### src/hw/rtl/dhse_pkg.sv
// Shared types and constants for the double hashing set engine.
`timescale 1ns / 1ps
package dhse_pkg;

  localparam logic [1:0] CMD_INSERT = 2'd0;
  localparam logic [1:0] CMD_DELETE = 2'd1;

  localparam logic [1:0] DIV_KEY_N  = 2'd0;
  localparam logic [1:0] DIV_KEY_P  = 2'd1;
  localparam logic [1:0] DIV_STEP_N = 2'd2;

  localparam logic [1:0] CFG_TABLE_SIZE   = 2'd0;
  localparam logic [1:0] CFG_SECOND_PRIME = 2'd1;

  typedef enum logic [8:0] {
    ST_CLEAR  = 9'b000000001,
    ST_IDLE   = 9'b000000010,
    ST_DIV1   = 9'b000000100,
    ST_DIV2   = 9'b000001000,
    ST_DIV3   = 9'b000010000,
    ST_PROBE  = 9'b000100000,
    ST_DRAIN  = 9'b001000000,
    ST_COMMIT = 9'b010000000,
    ST_OUT    = 9'b100000000
  } state_t;

  typedef struct packed {
    logic       load;
    logic       div_start;
    logic [1:0] div_sel;
    logic       h1_save;
    logic       h2m_save;
    logic       probe_init;
    logic       probe_run;
    logic       commit;
    logic       out_load;
    logic       clr_run;
  } ctrl_t;

  typedef struct packed {
    logic div_done;
    logic probe_last;
    logic clr_last;
    logic out_free;
  } stat_t;

endpackage

### src/hw/rtl/dhse_ctrl.sv
// Controller state machine of the double hashing set engine.
`timescale 1ns / 1ps
module dhse_ctrl (
  input  logic           clk,
  input  logic           rst_n,
  input  logic           in_tvalid,
  output logic           in_tready,
  input  dhse_pkg::stat_t st,
  output dhse_pkg::ctrl_t ctl
);
  import dhse_pkg::*;

  state_t state_r, state_nxt;

  always_comb begin
    state_nxt = state_r;
    ctl       = '0;
    in_tready = 1'b0;
    unique case (state_r)
      ST_CLEAR: begin
        ctl.clr_run = 1'b1;
        if (st.clr_last) state_nxt = ST_IDLE;
      end
      ST_IDLE: begin
        in_tready = 1'b1;
        if (in_tvalid) begin
          ctl.load      = 1'b1;
          ctl.div_start = 1'b1;
          ctl.div_sel   = DIV_KEY_N;
          state_nxt     = ST_DIV1;
        end
      end
      ST_DIV1: begin
        if (st.div_done) begin
          ctl.h1_save   = 1'b1;
          ctl.div_start = 1'b1;
          ctl.div_sel   = DIV_KEY_P;
          state_nxt     = ST_DIV2;
        end
      end
      ST_DIV2: begin
        if (st.div_done) begin
          ctl.div_start = 1'b1;
          ctl.div_sel   = DIV_STEP_N;
          state_nxt     = ST_DIV3;
        end
      end
      ST_DIV3: begin
        if (st.div_done) begin
          ctl.h2m_save   = 1'b1;
          ctl.probe_init = 1'b1;
          state_nxt      = ST_PROBE;
        end
      end
      ST_PROBE: begin
        ctl.probe_run = 1'b1;
        if (st.probe_last) state_nxt = ST_DRAIN;
      end
      ST_DRAIN: state_nxt = ST_COMMIT;
      ST_COMMIT: begin
        ctl.commit = 1'b1;
        state_nxt  = ST_OUT;
      end
      ST_OUT: begin
        if (st.out_free) begin
          ctl.out_load = 1'b1;
          state_nxt    = ST_IDLE;
        end
      end
      default: state_nxt = ST_CLEAR;
    endcase
  end

  always_ff @(posedge clk) begin
    if (!rst_n) state_r <= ST_CLEAR;
    else        state_r <= state_nxt;
  end
endmodule

### config.mk
export PLATFORM = sky130hd
export DESIGN_NAME = dhse_ctrl
export DESIGN_NICKNAME = d
export VERILOG_FILES = /design/src/hw/rtl/dhse_pkg.sv /design/src/hw/rtl/dhse_ctrl.sv
export SDC_FILE = /design/constraint.sdc
export NUM_CORES = 1
export LEC_CHECK = 0
export ABC_CLOCK_PERIOD_IN_PS = 3180
export BUFFER_PORTS_ARGS = -buffer_cell sky130_fd_sc_hd__buf_2
export CELL_PAD_IN_SITES_DETAIL_PLACEMENT = 1
export CELL_PAD_IN_SITES_GLOBAL_PLACEMENT = 1
export CORE_UTILIZATION = 40
export CTS_CLUSTER_DIAMETER = 100
export DETAILED_ROUTE_END_ITERATION = 10
export GPL_ROUTABILITY_DRIVEN = 0
export GPL_TIMING_DRIVEN = 0
export PLACE_DENSITY_LB_ADDON = 0.08
export RECOVER_POWER = 25
export SKIP_LAST_GASP = 1
export SYNTH_ARGS = -nofsm -noshare
export SYNTH_HDL_FRONTEND = slang
export SYNTH_SLANG_ARGS = --single-unit
export TNS_END_PERCENT = 1
### constraint.sdc
create_clock -name clk -period 3.18 [get_ports clk]
set_input_delay 0.636 -clock clk [delete_from_list [all_inputs] [get_ports clk]]
set_output_delay 0.636 -clock clk [all_outputs]
set_load 0.01 [all_outputs]
==> results.md <==
* Status: finished, final reports clean
* Mux contribution to synthesized area at 1.32%
* Number of flip-flops under the largest register name at 9
* Final HPWL DP at 1520 um
* Xor and xnor area share after synthesis at 3.47%
* Most frequent cells in the layout: buf_2 (21), nor2_1 (12), dfxtp_1 (9)
* Synth warn at 0
* Clk pin slew, worst setup/hold paths at 0.06 ns
* Period minus WS final at 2.79 ns
* Synthesized area at 757 um^2
* Number of synthesized flops with an enable pin at 0
* Startpoint types: flop
* Post-CTS setup buffers at 0
* Hold Vio Cnt, Final at 0
* CTS tree: done
* DRT iter0 DRCs at 7
* CTS Hold Bufs at 0
* Final Cell Area at 880 um^2
* Seq/Total Area, Yosys at 23.8%
* Final setup vio count at 0
* Die Wd at 45.5 um
* Most common cell after layout, fill and taps aside: buf_2
* Fmax at 358 MHz
* Top post-synthesis cells by area: dfxtp_1 (24%), nor2_1 (6.0%), nor3_1 (4.6%)
* Critical setup path kind: reg2out
* Most area-hungry cell type in the Yosys netlist: dfxtp_1
* Wire per inst at 13.6 um
* Maximum vdd drop at 0.177 mV
* CTS Sinks at 9
* Share of flip-flops with an asynchronous set or reset at 0%
* CP bufs+invs at 3
* Area Overhead vs Synth at 16.2%
* Layout cells sized above 1 at 34.8%
* Nets at 123
* Vias in the first global route at 701
* Delay-heaviest family, CP: simple AND/OR/NAND/NOR gates
* Max-cap violations at 0
* P_leak at 0.000400 uW
* Largest family of logic cells by synthesized area: simple AND/OR/NAND/NOR gates
* Primary FF master, synth: dfxtp_1
* Largest net degree at the start of global routing at 11
* Fin. max-slew vios at 0
* Compound-Gate Fraction of Synth Area at 17.4%
* Tcrit/Tclk final at 87.8%
* Crit path DAT at 2.15 ns
* Fin Setup TNS at 0 ns
* Post-synthesis register bit count at 9
* Hold WC Path Type: in2reg
* Total die area at 2070 um^2
* Resized cells post-CTS at 0
* Distinct cells, synth at 45
* Die Ht at 45.5 um
* Area after DPL at 878 um^2
* Worst r2r path cells at 6
* Initial core utilization at 43.4%
* Simple-gate share of the synthesized area at 45.0%
* Slowest cell on crit path: or4_4
* Router iterations before antenna repair at 3
* CP Max Fanout at 10
* Rel. slew slack at 68.0%
* Req. time, crit path at 2.54 ns
* Diodes inserted at 0
* Ports at 19
* Mapped Avg Cell Area at 8.14 um^2
* H-tree Lvls at 1
* CP Cell Sequence: clkbuf_1, or4_4, nor2_1, nand3_1, nor3b_2, buf_4, buf_2
* ANT nets after route at 0
* Port bufs at 18
* Vias per inst at 5.32
* Cells after Synth at 93
* Critical Path End Type: output pin
* Area share of fa/ha/maj cells after synthesis at 0%
* RSZ-0062 raised after global routing: no
* Top reg by flops: state_r
* Routed vias at 745
* Max stage delay on crit path at 0.51 ns
* Top cell type's share of synthesized area at 23.8%
* Core Area at 1750 um^2
* Total Routing Usage GR at 21.1%
* CP Depth at 7
* Number of remaining DRC errors at 0
* First-pass GRT wire length at 3120 um
* Cts bufs inserted at 3
* Later-pin clock latency in the skew report at 0.27 ns
* Filler cells at 242
* Biggest regs: state_r: 9 flops
* Cell area power density at 397 nW/um^2
* GRT overflow at 0
* WHS Path Cells at 2
* Clock Tree Buf Depth at 2
* Core Rows at 15
* Tightest Pin Transition at 0.476 ns
* Initial antenna violation count at 0
* Routed WL at 1910 um
* Worst Skew at 0.00428 ns
* Net Count, Synth at 100
* Root buffer cell: clkbuf_4
==> path summary, 6_finish.rpt <==
kind | startpoint | end | slack (ns)
hold reg to reg | state_r[2] | state_r[2] | 0.62
setup / recovery | state_r[0] | ctl[5] | 0.39
hold / removal | rst_n | state_r[0] | 0.60
setup reg to reg | state_r[2] | state_r[6] | 0.99
==> synth_stat cells, types with 2 or more instances <==
| master | count |
|---|---|
| buf_2 | 3 |
| o21ai_0 | 2 |
| o21a_1 | 2 |
| or4_4 | 3 |
| nor3_1 | 7 |
| xnor2_1 | 2 |
| nand2_1 | 5 |
| inv_1 | 4 |
| dfxtp_1 | 9 |
| and3_1 | 2 |
| buf_6 | 2 |
| nor2_1 | 12 |
| a21oi_1 | 2 |
| nor3b_1 | 3 |
| nor4_1 | 2 |
| and2_1 | 2 |
| nand3_1 | 3 |
==> per-stage QoR <==
| step | util [%] | total power (uW) | setup WS, ns | instances | hold slack, ns |
|---|---|---|---|---|---|
| detailed placement | 50.3 | 269 | 0.609 | 136 | 0.601 |
| finish | 50.4 | 349 | 0.389 | 140 | 0.603 |
| global route | 50.4 | 375 | 0.261 | 140 | 0.608 |
| floorplan | - | 233 | 0.775 | 93 | 0.565 |
| global placement | 50.3 | 264 | 0.681 | 136 | 0.599 |
| CTS | 51.8 | 360 | 0.306 | 140 | 0.604 |
==> routing by layer <==
metal	global-route usage, %	vias to the layer above	wire length, um
met5	0	-	0
li1	-	378	-
met4	5.45	0	14
met3	5.95	2	81
met1	25.3	349	895
met2	36.6	16	915
==> power breakdown <==
part	internal, uW	switching, uW
combinational	58.5	79.2
sequential	119	2.03
clock	48.5	42.5
==> area by class of cell <==
cell class | instances | area, um^2 | share of cell area (%)
clock buffer | 4 | 26.3 | 2.99
buffer | 8 | 53.8 | 6.12
timing repair buffer | 18 | 90.1 | 10.2
tap | 25 | 31.3 | 3.56
sequential | 9 | 180 | 20.5
inverter | 4 | 15.0 | 1.71
multi-input combinational | 72 | 483 | 54.9
==> logic make-up (layout without fill, tap and decap cells) <==
group                  after synthesis  after routing
AO/OA/AOI/OAI                       16             16
XOR/XNOR                             3              3
buffers and inverters               12             34
flip-flops                           9              9
multiplexers                         1              1
AND/OR/NAND/NOR                     52             52
Power figures use the tool's default switching activity.
